==> config.mk <==
export PLATFORM = sky130hd
export DESIGN_NAME = mmbd_job_queue
export DESIGN_NICKNAME = d
export VERILOG_FILES = /design/src/sv/mmbd_job_queue.sv
export SDC_FILE = /design/constraint.sdc
export NUM_CORES = 1
export LEC_CHECK = 0
export ABC_AREA = 1
export BUFFER_PORTS_ARGS = -buffer_cell sky130_fd_sc_hd__buf_2
export CORE_UTILIZATION = 53
export DETAILED_ROUTE_END_ITERATION = 10
export PLACE_DENSITY = 0.8
export SYNTH_ARGS = -nofsm -noshare
export SYNTH_HDL_FRONTEND = slang
export SYNTH_SLANG_ARGS = --single-unit
==> constraint.sdc <==
create_clock -name clk -period 1.9 [get_ports clk]
set_clock_uncertainty 0.15 [all_clocks]
set_input_delay 0.19 -clock clk [delete_from_list [all_inputs] [get_ports clk]]
set_output_delay 0.19 -clock clk [all_outputs]
set_load 0.03 [all_outputs]
==> src/sv/mmbd_job_queue.sv <==
// ----------------------------------------------------------------------------
// mmbd_job_queue
// Two-entry queue of closed-set job descriptors between front and back.
// ----------------------------------------------------------------------------
module mmbd_job_queue #(
	parameter int WIDTH = 8
) (
	input  logic             clk,
	input  logic             arst_n,
	input  logic             push,
	input  logic [WIDTH-1:0] push_data,
	output logic             full,
	input  logic             pop,
	output logic [WIDTH-1:0] pop_data,
	output logic             not_empty
);
	logic [WIDTH-1:0] slot_q [2];
	logic             wptr_q;
	logic             rptr_q;
	logic [1:0]       fill_q;

	assign full      = (fill_q == 2'd2);
	assign not_empty = (fill_q != 2'd0);
	assign pop_data  = slot_q[rptr_q];

	// pointers and fill level
	always_ff @(posedge clk or negedge arst_n) begin
		if (!arst_n) begin
			wptr_q <= 1'b0;
			rptr_q <= 1'b0;
			fill_q <= 2'd0;
		end else begin
			if (push) begin
				wptr_q <= ~wptr_q;
			end
			if (pop) begin
				rptr_q <= ~rptr_q;
			end
			fill_q <= fill_q + {1'b0, push} - {1'b0, pop};
		end
	end

	// storage
	always_ff @(posedge clk) begin
		if (push) begin
			slot_q[wptr_q] <= push_data;
		end
	end
endmodule

Yosys cells after proc, flatten, opt, wreduce, memory -nomap -nowiden

Memories as Yosys holds them, arrays and structs flattened.
Cells that the tools add are included.

Word-level logic and storage cells: 12
RAM bits: 16
Register bits: 4
Bits of input ports: 12
Memories: 1

Memory list:

| memory | depth | bits a word | rd ports | clocked after Yosys merged registers in | write ports | line | text |
|---|---|---|---|---|---|---|---|
| slot_q | 2     | 8           | 1        | 0                                       | 1           | 17   | `logic [WIDTH-1:0] slot_q [2];` |

Reductions and logical operators: 1
Eq/ne operators: 1
Muxes and demuxes: 2
Add/subtract/negate cells: 2
Bitwise gates (word level): 2

Operators by type and width:

| operator             | count |
|---|---|
| $add A2 B1 Y2        | 1 |
| $eq A2 B2 Y1 const B | 1 |
| $mux W1              | 2 |
| $not A1 Y1           | 2 |
| $reduce_bool A2 Y1   | 1 |
| $sub A2 B1 Y2        | 1 |

Logic depth before layout (Yosys ltp)

Gate-level depths: netlist of run 1.

Depth after elaboration: 2
Depth in mapped cells: 7
Gate-level depth less buffers: 7

Least setup slack after synthesis of run 1

OpenSTA, ideal clock, no wires.

Path kind: register to output
Start: register rptr_q
End: output port pop_data[0]
Path slack: 376 ps
Path buffers: 1
Data arrival time: 1,184 ps
Stages on the path, launching flop included: 3
Data required time: 1,560 ps
Cells stage by stage: dfrtp_1 -> buf_6 -> o21ai_0

Longest elaborated chain between the ends: 1

RTL lines:

| element                | line | text |
|---|---|---|
| from (decl)            | 19   | `logic rptr_q;` |
| from (signal assigned) | 37   | `rptr_q <= ~rptr_q;` |
| $mem_v2 Z2 W8          | -    |  |
| to (decl)              | 14   | `output logic [WIDTH-1:0] pop_data,` |

No other way between the ends.

Worst setup path in the final report of run 1

Start: register rptr_q
End: output port pop_data[5]

The elaborated chain is that of the path after synthesis.

==> flow_summary.toml, run 1 <==
[timing]
fin_setup_tns_ns = 0
timing.final.hold_violations = 0
fin_crit_sh_pct = 91.5
slew-limit-headroom_pct = 64.7
fmax_ghz = 0.575
tightest_slew_ns = 0.530
rsz0062_at_grt = "no"
setup_violations = 0
drv_slew = 0
min_period_ns = 1.74

[drt]
drt_pass1_iterations = 4
drt_iter0_drc = 8
drc = 0
wire_per_inst_um = 12.1
drt_wl_total_um = 1420
vias = 565
antenna_left = 0
via_per_inst = 4.83

[outcome]
status = "finished clean"

[setup_path]
cp.arrival_ns = 1.40
critPathKind = "reg -> out"
crit_chain = "nand2_1 > o21ai_2 > buf_2"
critPathLaunchType = "flip-flop"
required_ns = 1.56
crit_fanout = 17
crit_path_end_kind = "output port"
critPathSlowestCell = "dfrtp_1"
critPathMaxStageDelay_ns = 0.69

[pwr]
p_total_uw = 1480
sequentialPowerShare_pct = 46.2
ir_drop_mv = 0.804
p_switching_uw = 616
switching_share_pct = 41.7
cellLeakagePower_uw = 0.000507
cellPowerDensity_mw_per_mm2 = 1390
clockPowerShare_pct = 13.0
internal_power_uw = 863
p_comb_share_pct = 40.7

[final_layout]
synthToLayoutAreaGrowth_pct = 28.5
fin_util_pct = 77.2
layout.cells.non_filler = 117
final_nets = 117
drive_above_1_share_pct = 27.5
n_antenna_cell = 0

[grt]
grt_pass1_vias = 547
grt_remaining_overflow = 0
grt_pass1_wl_um = 2360
grt_use_total_pct = 19.2
antenna_found_initial = 0
grt_max_degree = 18

[placement]
hpwl_um = 889
place_inst = 102
io_buffers = 21
routabilityCongestion = 0.698

[die]
die_h_um = 41.6
initial_core_util_pct = 60.1
die_area_mm2 = 0.00173
die-width_um = 41.6
rows = 13
boundaryPins = 22
core_mm2 = 0.00138

[synthesis]
syn_nets = 81
yosysUniqueCellTypes = 12
synth_area_leaders = "edfxtp_1, dfrtp_1, inv_1"
netlist_area_um2 = 831
synth_cells = 67
yosys.area.top_type = "edfxtp_1"
synth-seq-cells = 20
ys_seq_area_share_pct = 69.9
avgSynthCellArea_um2 = 12.4
synth_top_area_share_pct = 57.8
yosysWarningCount = 0

[clock_tree]
clock_sinks = 20
clockBufferDepth = 2
h-tree-depth = 1
cts_tree = "done"
cts_buffers = 3
clk_latency_ns = 0.29
root_buffer = "clkbuf_4"
path_clk_slew_ns = 0.10

[job]
drv_cap = 0

[min_path]
hold_path_class = "in -> async"
state kept, by name, summed over array words and instances, names as in the netlist:
| register | count |
|---|---|
| fill_q | 2 |
| rptr_q | 1 |
| slot_q | 16 |
| wptr_q | 1 |
power groups by stage:
stage / clock network (µW) / logic [µW] / registers (µW)
6_report: 193 / 602 / 684
5_1_grt: 221 / 659 / 698
4_1_cts: 200 / 605 / 685
3_5_place_dp: 0 / 589 / 694
3_3_place_gp: 0 / 569 / 684
2_1_floorplan: 0 / 538 / 635
what timing repair did:
action                                 CTS  global route
setup buffers                            0             0
resized for setup                        0             0
hold buffers                            11             0
endpoints found under the hold margin   22             0
cells in the mapped netlist (all sizes together):
cell    number
nor2         2
o21ai        8
nand3        1
ha           2
nand2       15
dfrtp        4
buf          2
edfxtp      16
xor2         2
inv         15
critical path: cells and delay by family (launching register included):
| family | cells | cell delay [ns] |
|---|---|---|
| buffers and inverters | 1 | 0.21 |
| flip-flops | 1 | 0.69 |
| AO/OA/AOI/OAI | 1 | 0.08 |
| AND/OR/NAND/NOR | 1 | 0.13 |
final timing paths:
path                                      from                   to  slack (ns)  depth (start not counted)
max                         rptr_q$_DFFE_PN0P_          pop_data[5]        0.16                          3
min                                     arst_n  fill_q[0]$_DFF_PN0_        0.08                          2
max reg2reg                fill_q[0]$_DFF_PN0_  fill_q[1]$_DFF_PN0_        0.60                          7
min reg2reg                 wptr_q$_DFFE_PN0P_   wptr_q$_DFFE_PN0P_        0.35                          1
max in group asynchronous               arst_n   rptr_q$_DFFE_PN0P_        1.39                          2
min in group clk            wptr_q$_DFFE_PN0P_   wptr_q$_DFFE_PN0P_        0.35                          1
layout make-up:
cell class | count | area [µm²]
fill | 94 | 315
clock buffer | 3 | 22.5
inverter | 15 | 56.3
tap | 15 | 18.8
multi-input combinational | 30 | 163
timing repair buffer | 33 | 223
sequential | 20 | 581
clock inverter | 1 | 3.75
cell usage in the layout, fill, tap and decap left out:
master | Yosys | routed
buf_2 | 0 | 21
edfxtp_1 | 16 | 16
inv_1 | 15 | 15
nand2_1 | 15 | 15
dlygate4sd3_1 | 0 | 11
o21ai_0 | 5 | 5
dfrtp_1 | 4 | 4
o21ai_2 | 3 | 3
clkbuf_4 | 0 | 3
nor2_1 | 2 | 2
xor2_1 | 2 | 2
ha_1 | 2 | 2
nand3_1 | 1 | 1
clkinv_1 | 0 | 1
buf_4 | 0 | 1
per-stage QoR:
stage,area [µm²],setup WS [ns],hold slack [ns]
after global routing,1070,0.0173,0.0728
final,1070,0.161,0.0823
after global placement,931,0.524,-0.148
after CTS,1070,0.132,0.0581
after detailed placement,931,0.472,-0.147
after floorplan,831,0.376,-0.256
cells by family after synthesis:
family / after synthesis / share of synthesized area (%)
xor+xnor: 2 / 2.11
fa+ha+maj: 2 / 3.01
compound gates: 8 / 6.17
buf+inv: 17 / 10.5
simple gates: 18 / 8.28
flops: 20 / 69.9
per-layer routing:
metal	wire length (µm)	share of wire, %	vias up	track usage [%]
li1	-	-	284	-
met1	552	39	265	20.5
met2	794	56	14	34.4
met3	54	3.8	2	6.52
met4	15	1.1	0	7.74
met5	0	0	-	0
No activity file was read; power rests on OpenSTA's default activity.
==> inputs of run 2 (changes only) <==
Settings changed: CTS_BUF_LIST from default to sky130_fd_sc_hd__clkbuf_16, CTS_CLUSTER_SIZE from default to 12, TNS_END_PERCENT from default to 5.
==> flow_summary.toml, run 2 (same netlist as run 1, synthesis figures left out) <==
[timing]
rsz0062_at_grt = "no"
fmax_ghz = 0.593
slew-limit-headroom_pct = 64.9
timing.final.hold_violations = 0
fin_setup_tns_ns = 0
min_period_ns = 1.69
fin_crit_sh_pct = 88.7
setup_violations = 0
drv_slew = 0
tightest_slew_ns = 0.527

[setup_path]
worstRegToRegCells = 7
critPathLaunchType = "flip-flop"
cp.arrival_ns = 1.35
rr_endpoint = "fill_q[1]$_DFF_PN0_"
crit_path_end_kind = "output port"
r2r-start = "fill_q[0]$_DFF_PN0_"
critPathMaxStageDelay_ns = 0.67
crit_fanout = 17
critPathKind = "reg -> out"
critPathSlowestCell = "dfrtp_1"
r2r_slack_ns = 0.58
required_ns = 1.56
crit_chain = "nand2_1 > o21ai_2 > buf_2"

[die]
rows = 13
initial_core_util_pct = 60.1
die_h_um = 41.6
boundaryPins = 22
die_area_mm2 = 0.00173
core_mm2 = 0.00138
die-width_um = 41.6

[clock_tree]
path_clk_slew_ns = 0.05
clock_sinks = 20
clockBufferDepth = 2
cts_buffers = 3
h-tree-depth = 1
hold_buffers = 10
cts_resized = 0
clk_latency_ns = 0.25
cts_tree = "done"
root_buffer = "clkbuf_16"
post_cts_buffers = 0

[min_path]
hold_path_class = "in -> reg"
hold_end = "wptr_q$_DFFE_PN0P_"
hp-start = "push"
hold_depth = 2

[placement]
place_inst = 102
hpwl_um = 889
io_buffers = 21
routabilityCongestion = 0.698

[drt]
drc = 0
drt_pass1_iterations = 4
antenna_left = 0
via_per_inst = 4.71
drt_iter0_drc = 3
drt_wl_total_um = 1490
wire_per_inst_um = 12.9
vias = 546

[job]
drv_cap = 0

[pwr]
internal_power_uw = 1070
sequentialPowerShare_pct = 40.0
cellPowerDensity_mw_per_mm2 = 1540
ir_drop_mv = 0.876
cellLeakagePower_uw = 0.000526
clockPowerShare_pct = 24.7
p_switching_uw = 645
switching_share_pct = 37.7
p_comb_share_pct = 35.3

[final_layout]
layout_commonest_cell = "buf_2"
n_antenna_cell = 0
largest-register = "slot_q"
drive_above_1_share_pct = 27.7
reg_top3 = "slot_q x16, fill_q x2"
final_cell_mix = "buf_2, edfxtp_1, inv_1, nand2_1, dlygate4sd3_1"
fill_cells = 87
synthToLayoutAreaGrowth_pct = 33.6
final_nets = 116
layout.cells.non_filler = 116
largest_register_ffs = 16

[grt]
grt_use_total_pct = 20.5
grt_max_degree = 18
grt_pass1_vias = 540
antenna_found_initial = 0
grt_remaining_overflow = 0
grt_pass1_wl_um = 2430

[outcome]
status = "finished clean"
[run 2: cell count changes in the layout (fill, tap and decap cells not counted), sizes merged]
cell | before | now
dlygate4sd3 | 11 | 10
[run 2: through the flow]
| stage | utilization [%] | area (µm²) | power, µW | setup slack (ns) | hold WS, ns |
|---|---|---|---|---|---|
| 2_1_floorplan | - | 831 | 1170 | 0.376 | -0.256 |
| 3_3_place_gp | 67.3 | 931 | 1250 | 0.524 | -0.148 |
| 3_5_place_dp | 67.3 | 931 | 1280 | 0.472 | -0.147 |
| 4_1_cts | 80.3 | 1110 | 1720 | 0.184 | 0.0169 |
| 5_1_grt | 80.3 | 1110 | 1810 | 0.0893 | 0.0264 |
| 6_report | 80.3 | 1110 | 1710 | 0.214 | 0.0232 |
[run 2: per-layer routing]
| metal | wire [µm] | global-route usage [%] | vias up |
|---|---|---|---|
| li1 | - | - | 279 |
| met3 | 54 | 7.83 | 4 |
| met5 | 0 | 0 | - |
| met1 | 573 | 21.6 | 250 |
| met2 | 839 | 36.6 | 13 |
| met4 | 23 | 7.74 | 0 |
[run 2: power groups by stage]
stage / clock network (µW) / registers [µW] / logic (µW)
after detailed placement: 0 / 694 / 589
after global routing: 448 / 702 / 664
after global placement: 0 / 684 / 569
final: 423 / 686 / 604
after CTS: 423 / 689 / 605
after floorplan: 0 / 635 / 538
[run 2: how the worst max path moves through the flow]
stage / start / endpoint / cells past startpoint
detailed placement: rptr_q$_DFFE_PN0P_ / pop_data[5] / 3
finish: rptr_q$_DFFE_PN0P_ / pop_data[4] / 3
global route: rptr_q$_DFFE_PN0P_ / pop_data[0] / 3
global placement: rptr_q$_DFFE_PN0P_ / pop_data[2] / 3
floorplan: rptr_q$_DFFE_PN0P_ / pop_data[0] / 2
CTS: rptr_q$_DFFE_PN0P_ / pop_data[4] / 3
[run 2: cell type report]
type                       count  area [µm²]  share of cell area, %
clock buffer                   3        75.1                   6.76
clock inverter                 1        3.75                  0.338
inverter                      15        56.3                   5.07
multi-input combinational     30         163                   14.7
sequential                    20         581                   52.3
tap                           15        18.8                   1.69
timing repair buffer          32         213                   19.2
[run 2: worst max-delay path, delay by kind of cell, from the launching register on]
family / cells / cell delay (ns)
DFF: 1 / 0.67
buffers and inverters: 1 / 0.20
and+or+nand+nor: 1 / 0.14
AOI/OAI and AO/OA: 1 / 0.08
