[src/sv/mmbd_pkg.sv]
// ----------------------------------------------------------------------------
// mmbd_pkg
// Shared constants, job descriptor type and sequencer states of the
// min/max bucket decimation block.
// ----------------------------------------------------------------------------
package mmbd_pkg;

	// fixed field widths
	localparam int VAL_W = 32;
	localparam int CNT_W = 6;

	// parameter defaults
	localparam int MAX_POINTS_DEF  = 4096;
	localparam int MAX_BUCKETS_DEF = 32;

	// bucket count after reset
	localparam logic [CNT_W-1:0] CNT_RESET = 6'd32;

	// fixed part of a job descriptor
	typedef struct packed {
		logic             ovf;
		logic [CNT_W-1:0] cnt;
	} job_ctl_t;

	// back end sequencer states
	typedef enum logic [4:0] {
		BK_IDLE,
		BK_DISPATCH,
		BK_RD_FIRST,
		BK_RD_LAST,
		BK_CAP_LAST,
		BK_RANGE,
		BK_BIN_RD,
		BK_BIN_CAP,
		BK_BIN_CMP,
		BK_BIN_DIV,
		BK_BIN_UPD,
		BK_EMIT_END,
		BK_EMIT_CHK,
		BK_EMIT_SEC,
		BK_EMIT_ADV,
		BK_PASS_RD,
		BK_PASS_CAP,
		BK_PUSH,
		BK_FINISH
	} back_state_t;

endpackage

[src/sv/mmbd_point_if.sv]
// ----------------------------------------------------------------------------
// mmbd_point_if
// Input point channel: valid/ready with x, y and the end-of-set mark.
// ----------------------------------------------------------------------------
interface mmbd_point_if;
	import mmbd_pkg::*;

	logic                    valid;
	logic                    ready;
	logic signed [VAL_W-1:0] x_value;
	logic signed [VAL_W-1:0] y_value;
	logic                    last_point;

	modport source (output valid, x_value, y_value, last_point, input ready);
	modport sink   (input valid, x_value, y_value, last_point, output ready);
endinterface

[src/sv/mmbd_front.sv]
// ----------------------------------------------------------------------------
// mmbd_front
// Point loader: stores each point, tracks fill and overflow, closes a set
// into a job descriptor and holds off input until the job is done.
// ----------------------------------------------------------------------------
module mmbd_front #(
	parameter int MAX_POINTS  = mmbd_pkg::MAX_POINTS_DEF,
	parameter int MAX_BUCKETS = mmbd_pkg::MAX_BUCKETS_DEF
) (
	input  logic                                clk,
	input  logic                                arst_n,
	mmbd_point_if.sink                          points,
	input  logic [mmbd_pkg::CNT_W-1:0]          bkt_num,
	output logic                                ram_we,
	output logic [$clog2(MAX_POINTS)-1:0]       ram_waddr,
	output logic [2*mmbd_pkg::VAL_W-1:0]        ram_wdata,
	output logic                                job_push,
	output mmbd_pkg::job_ctl_t                  job_ctl,
	output logic [$clog2(MAX_POINTS+1)-1:0]     job_n,
	input  logic                                job_full,
	input  logic                                job_done
);
	import mmbd_pkg::*;

	localparam int IW = $clog2(MAX_POINTS);
	localparam int CW = $clog2(MAX_POINTS + 1);

	logic [CW-1:0] count_q;
	logic          ovf_q;
	logic          hold_q;
	logic          xfer;
	logic          stored;

	assign points.ready = !hold_q && !job_full;
	assign xfer         = points.valid && points.ready;
	assign stored       = (count_q < CW'(MAX_POINTS));

	// store write
	assign ram_we    = xfer && stored;
	assign ram_waddr = count_q[IW-1:0];
	assign ram_wdata = {points.x_value, points.y_value};

	// job descriptor at set close
	assign job_push    = xfer && points.last_point;
	assign job_n       = stored ? count_q + CW'(1) : count_q;
	assign job_ctl.ovf = ovf_q || !stored;
	assign job_ctl.cnt = (bkt_num > CNT_W'(MAX_BUCKETS)) ? CNT_W'(MAX_BUCKETS)
		: bkt_num;

	// fill count, overflow and hold until the back end is through
	always_ff @(posedge clk or negedge arst_n) begin
		if (!arst_n) begin
			count_q <= '0;
			ovf_q   <= 1'b0;
			hold_q  <= 1'b0;
		end else begin
			if (job_done) begin
				hold_q <= 1'b0;
			end
			if (xfer) begin
				if (points.last_point) begin
					count_q <= '0;
					ovf_q   <= 1'b0;
					hold_q  <= 1'b1;
				end else if (stored) begin
					count_q <= count_q + CW'(1);
				end else begin
					ovf_q <= 1'b1;
				end
			end
		end
	end
endmodule

[src/flat_wrapper.sv]
// flat-port wrapper written by rule: the top's interface ports become plain ports
module mmbd_front_flat import mmbd_pkg::*;
#(
	parameter int MAX_POINTS  = mmbd_pkg::MAX_POINTS_DEF,
	parameter int MAX_BUCKETS = mmbd_pkg::MAX_BUCKETS_DEF
)
  (clk, arst_n, bkt_num, ram_we, ram_waddr, ram_wdata, job_push, job_ctl, job_n, job_full, job_done, points_valid, points_x_value, points_y_value, points_last_point, points_ready);
  mmbd_point_if points_i ();
  input  logic clk;
  input  logic arst_n;
  input  logic [mmbd_pkg::CNT_W-1:0] bkt_num;
  output logic ram_we;
  output logic [$clog2(MAX_POINTS)-1:0] ram_waddr;
  output logic [2*mmbd_pkg::VAL_W-1:0] ram_wdata;
  output logic job_push;
  output mmbd_pkg::job_ctl_t job_ctl;
  output logic [$clog2(MAX_POINTS+1)-1:0] job_n;
  input  logic job_full;
  input  logic job_done;
  input wire logic [$bits(points_i.valid)-1:0] points_valid;
  input wire logic [$bits(points_i.x_value)-1:0] points_x_value;
  input wire logic [$bits(points_i.y_value)-1:0] points_y_value;
  input wire logic [$bits(points_i.last_point)-1:0] points_last_point;
  output wire logic [$bits(points_i.ready)-1:0] points_ready;
  assign points_i.valid = points_valid;
  assign points_i.x_value = points_x_value;
  assign points_i.y_value = points_y_value;
  assign points_i.last_point = points_last_point;
  assign points_ready = points_i.ready;
  mmbd_front #(.MAX_POINTS(MAX_POINTS), .MAX_BUCKETS(MAX_BUCKETS)) u_core (.clk(clk), .arst_n(arst_n), .points(points_i), .bkt_num(bkt_num), .ram_we(ram_we), .ram_waddr(ram_waddr), .ram_wdata(ram_wdata), .job_push(job_push), .job_ctl(job_ctl), .job_n(job_n), .job_full(job_full), .job_done(job_done));
endmodule
[config.mk]
export PLATFORM = sky130hd
export DESIGN_NAME = mmbd_front_flat
export DESIGN_NICKNAME = d
export VERILOG_FILES = /design/src/sv/mmbd_pkg.sv /design/src/sv/mmbd_point_if.sv /design/src/sv/mmbd_front.sv /design/src/flat_wrapper.sv
export SDC_FILE = /design/constraint.sdc
export NUM_CORES = 1
export LEC_CHECK = 0
export ABC_AREA = 1
export BUFFER_PORTS_ARGS = -buffer_cell sky130_fd_sc_hd__buf_2
export CAP_MARGIN = 20
export CORE_MARGIN = 2
export CORE_UTILIZATION = 36
export CTS_BUF_LIST = sky130_fd_sc_hd__clkbuf_8
export DETAILED_ROUTE_END_ITERATION = 7
export GPL_TIMING_DRIVEN = 0
export PLACE_DENSITY = 0.93
export SETUP_SLACK_MARGIN = 0.1
export SLEW_MARGIN = 20
export SYNTH_ARGS = -nofsm -noshare
export SYNTH_HDL_FRONTEND = slang
export SYNTH_SLANG_ARGS = --single-unit
[constraint.sdc]
create_clock -name clk -period 1.7 [get_ports clk]
set_input_delay 0.34 -clock clk [delete_from_list [all_inputs] [get_ports clk]]
set_output_delay 0.34 -clock clk [all_outputs]
set_load 0.02 [all_outputs]
* After elaboration in Yosys (flattened, before gate mapping)
Index checks and enable logic that the tools add are counted.
** Word-level totals
- Logic and storage cells :: 24
- Register bits after elaboration :: 15
- Output and inout port bits :: 99
- Input bits :: 76
** Operators by class
- Add/subtract/negate cells :: 1
- Magnitude comparators :: 2
- Equality and inequality tests :: 1
- Multiplexer cells :: 8
- Reductions and logical operators :: 9
** Operator list (count)
- 13-bit two-way mux :: 2
- 13-bit by 1-bit adder with 13-bit output, second input constant :: 1
- 13-bit < comparator, second input constant :: 1
- 6-bit > comparator, second input constant :: 1
- 6-bit two-way mux :: 1
- 1-bit two-way mux :: 5
- 1-bit logical AND :: 4
- 1-bit zero test :: 3
- 2-bit inequality test, second input constant :: 1
- 2-bit AND reduction :: 1
- 1-bit logical OR :: 1

* Longest topological paths before layout
- Depth in word-level cells :: 4
- Gate-level depth with buffers :: 9
- Depth with buffers taken out :: 9

* Least setup slack after synthesis
No wires, ideal clock.
- Path kind :: flip-flop to output port
- Start :: register u_core.hold_q
- End :: output port job_push
- Arrival :: 1257 ps
- Stages on the path, launching flop included :: 5
- Path buffers :: 1
- Path slack :: 103 ps
- Path through :: dfrtp_1 -> nor2_2 -> nand2_2 -> buf_6 -> nor2_1
** On the way
- Cells in the longest elaborated chain, start to end :: 4
** Ends and longest elaborated chain
- start: declaration :: line mmbd_front.sv:30 : logic hold_q;
- start signal: assignment :: line mmbd_front.sv:55 : hold_q <= 1'b0;
- start signal: assignment :: line mmbd_front.sv:58 : hold_q <= 1'b0;
- start signal: assignment :: line mmbd_front.sv:64 : hold_q <= 1'b1;
- 1-bit zero test :: line mmbd_front.sv:34 : assign points.ready = !hold_q && !job_full;
- 1-bit logical AND :: line mmbd_front.sv:34
- named net points_ready :: line flat_wrapper.sv:24 : output wire logic [$bits(points_i.ready)-1:0] points_ready;
- 1-bit logical AND :: line mmbd_front.sv:35 : assign xfer = points.valid && points.ready;
- 1-bit logical AND :: line mmbd_front.sv:44 : assign job_push = xfer && points.last_point;
- end: declaration :: line flat_wrapper.sv:15 : output logic job_push;
The timed path passes the listed nets, and every way through them passes these cells.

* Worst setup path after layout
- Start :: register u_core.count_q[0]
- End :: output port job_n[9]
** On the way
- Cells in the longest elaborated chain, start to end :: 2
- Elaborated cells between the ends (all ways) :: 3
** Ends and longest elaborated chain
- start: declaration :: line mmbd_front.sv:28 : logic [CW-1:0] count_q;
- start signal: assignment :: line mmbd_front.sv:66 : count_q <= count_q + CW'(1);
- 13-bit by 1-bit adder with 13-bit output / 13-bit < comparator (equally long branches) :: line mmbd_front.sv:45, mmbd_front.sv:36
- 13-bit two-way mux (*) :: line mmbd_front.sv:45 : assign job_n = stored ? count_q + CW'(1) : count_q;
- end: declaration :: line flat_wrapper.sv:17 : output logic [$clog2(MAX_POINTS+1)-1:0] job_n;
Mark *: on every way between the ends. The rest lies on a longest branch, timed or not.

==> flow_summary.rst <==
.. list-table::
   :header-rows: 1

   * - Metric
     - Value
   * - Relative area change from synthesis to final layout
     - 75.4%
   * - Number of cells on the worst hold path
     - 2
   * - Setup WS pre-CTS
     - -0.0685 ns
   * - H-tree levels
     - 1
   * - Worst hold path type
     - primary input to flop
   * - Cts bufs inserted
     - 3
   * - CP Max Fanout
     - 3
   * - Pin count of the biggest net entering global routing
     - 16
   * - Number of instances in the placed design
     - 387
   * - Finished Cell Area
     - 2850 sq um
   * - Drt drc
     - 0
   * - Most common cell after layout, fill and taps aside
     - buf_4
   * - Initial detailed-routing violation count
     - 141
   * - Avg WL per Cell
     - 15.1 um
   * - Reg clk slew, reported paths
     - 0.08 ns
   * - Wire length of the first global-routing pass
     - 8.36 mm
   * - Net count of the mapped netlist
     - 302
   * - Count of synthesis-stage warnings from yosys
     - 0
   * - Number of max-capacitance violations reported
     - 0
   * - Crit path launch type
     - flop
   * - Worst max-slew margin expressed relative to the limit
     - 74.6%
   * - Diodes inserted
     - 0
   * - Max Freq
     - 513 MHz
   * - Most frequent cells in the layout
     - buf_4 (98), buf_2 (91), nand2_1 (36)
   * - DRT Wirelength
     - 6.37 mm
   * - Startpoint of the lowest-slack register-to-register path
     - u_core.count_q[1]
   * - Layout Utilization
     - 65.4%
   * - Period utilization
     - 115%
   * - GRT Overall Usage
     - 21.0%
   * - Non-Filler Instances
     - 421
   * - Power per cell area
     - 553 nW/um^2
   * - RSZ-0062 raised after global routing
     - true
   * - Count of buffers inserted at the top-level ports
     - 110
   * - Final Wtd Congestion
     - 0.826
   * - Height of the die
     - 71.1 um
   * - CP Capture Type
     - primary output
   * - R2r setup slk
     - -0.01 ns
   * - Crit-path cells
     - buf_6 > nand3_4 > nor2_4 > buf_4 > nand3_2 > nand2_1 > nand2_2 > buf_6
   * - I/O pins
     - 175
   * - Crit-path slowest cell
     - dfrtp_2
   * - Hold path start
     - job_done
   * - Worst VDD drop
     - 0.321 mV
   * - Outcome
     - complete, but fails checks
   * - Number of cells produced by synthesis
     - 225
   * - Vias per Instance
     - 4.66
   * - Layout fillers
     - 332
   * - Skew-Pair Late Insertion Delay
     - 0.27 ns
   * - Die Footprint
     - 5060 sq um
   * - Cell area reported after detailed placement
     - 2240 sq um
   * - Clk root buf
     - clkbuf_8
   * - Source of the critical timing path
     - u_core.count_q[0]
   * - Post-Synthesis Cell Area
     - 1620 sq um
   * - Total congestion overflow after global routing
     - 0
   * - Number of detailed-route iterations in the first pass
     - 4
   * - Fin Clk Skew
     - 0.0112 ns
   * - Failing checks
     - setup timing
   * - Smallest setup slack after layout
     - -0.249 ns
   * - Width of the die
     - 71.1 um
   * - Site Rows
     - 24
   * - Largest stage delay, worst path
     - 0.43 ns
   * - Area of the placeable core
     - 4350 sq um
   * - Number of global-route vias before repair
     - 1868
   * - Final count of negative-setup-slack endpoints
     - 14
   * - Leak
     - 1.63 nW
   * - Starting utilization of the core area
     - 37.3%
   * - Number of buffers and inverters on the critical path
     - 3
   * - Final #Nets
     - 447
   * - Detail Placement HPWL
     - 3.45 mm
   * - Length in cells of the worst reg-to-reg path
     - 11
   * - Critical path's top delay family
     - simple AND/OR/NAND/NOR gates
   * - Sequential area share after synthesis
     - 23.1%
   * - Flops & latches, synth
     - 15
   * - Worst Path Arrival
     - 1.61 ns
   * - Hold Crit Endpoint
     - u_core.hold_q
   * - Worst Setup Path Type
     - flop to primary output
   * - # clock sinks
     - 15
   * - Destination of the worst register-to-register timing path
     - u_core.count_q[6]
   * - Number of antenna violations at the first check in global routing
     - 0
   * - Unique masters post-synth
     - 30
   * - Clock Tree Buf Depth
     - 2
   * - TritonCTS clock tree
     - built
   * - Min Clock Period, post-route
     - 1.95 ns
   * - Layout cells sized above 1
     - 72.6%
   * - Required time reported for the critical path endpoint
     - 1.36 ns
   * - Antenna violation net count after detailed routing
     - 0
   * - Routed via count
     - 1962
   * - Cell seen most often among critical-path stages
     - buf_6
   * - Hold Violations, Final
     - 0
   * - Worst hold slack
     - 0.258 ns
   * - Slew Limit Fails
     - 0
   * - Avg Cell Area, Syn
     - 7.21 sq um
   * - Worst-Margin Slew
     - 0.381 ns
report_power, final:
part	switching, mW	internal (mW)	leakage, nW	total (mW)
sequential	0.0404	0.379	0.197	0.420
clock	0.153	0.161	0.0269	0.314
combinational	0.423	0.417	1.40	0.840
cells by family after synthesis:
group | after synthesis | synth area share [%]
buffers and inverters | 106 | 43.2
AND/OR/NAND/NOR | 86 | 25.9
flip-flops | 15 | 23.1
AO/OA/AOI/OAI | 13 | 4.86
XOR/XNOR | 4 | 2.16
adder cells (fa/ha/maj) | 1 | 0.771
registers in the layout, summed over array words and instances (netlist names):
signal,cells
u_core.ovf_q,1
u_core.count_q,13
u_core.hold_q,1
synth_stat cells:
cell type	number	area [sq um]
buf_4	76	571
nand2_1	44	165
inv_1	24	90.1
dfrtp_1	15	375
nor2_1	10	37.5
nand3_1	8	40.0
nand2_2	6	37.5
o21ai_1	6	30.0
nand4_1	4	25.0
nor2_2	4	25.0
xor2_1	3	26.3
and2_1	2	12.5
buf_6	2	22.5
inv_2	2	7.51
nor3_1	2	10.0
nor3_2	2	20.0
o21ai_0	2	10.0
a21boi_1	1	7.51
a22o_1	1	8.76
clkbuf_1	1	3.75
ha_1	1	12.5
inv_4	1	6.26
nand3_2	1	10.0
nor2_4	1	11.3
nor2_8	1	20.0
o21a_1	1	7.51
o21ai_2	1	8.76
o22ai_1	1	6.26
or2_2	1	6.26
xnor2_1	1	8.76
through the flow:
step           power, mW  TNS, ns
6_report            1.57    -2.30
5_1_grt             1.63    -2.99
4_1_cts             1.40    -1.04
3_5_place_dp       0.977  -0.0685
3_3_place_gp       0.964  -0.0121
2_1_floorplan      0.812        0
what timing repair did:
item / CTS / global route
hold endpoints to repair: 15 / 0
pin swaps: 17 / 21
hold buffers: 1 / 0
gates resized for setup: 54 / 34
endpoints found under the setup margin: 14 / 20
buffers inserted: 20 / 11
how the worst max path moves through the flow:
stage	endpoint	cells past startpoint	slack [ns]
floorplan	job_push	4	0.10
global placement	job_n[10]	6	-0.01
detailed placement	job_n[10]	6	-0.07
CTS	job_n[7]	8	-0.15
global route	job_n[7]	7	-0.31
finish	job_n[9]	8	-0.25
final cells by class:
type | instances | area [sq um] | area share, %
inverters | 27 | 106 | 3.74
clock buffers | 3 | 41.3 | 1.45
multi-input cells | 104 | 718 | 25.2
well taps | 52 | 65.1 | 2.29
flip-flops and latches | 15 | 383 | 13.5
repair buffers | 140 | 932 | 32.7
plain buffers | 79 | 597 | 21.0
clock inverters | 1 | 3.75 | 0.132
layer usage:
layer | routed length, um | track usage, %
met4 | 308 | 15.9
met1 | 1940 | 17.8
met3 | 555 | 5.13
met5 | 0 | 0
met2 | 3570 | 40.9
Note: power is estimated with default switching activity, not from simulation.
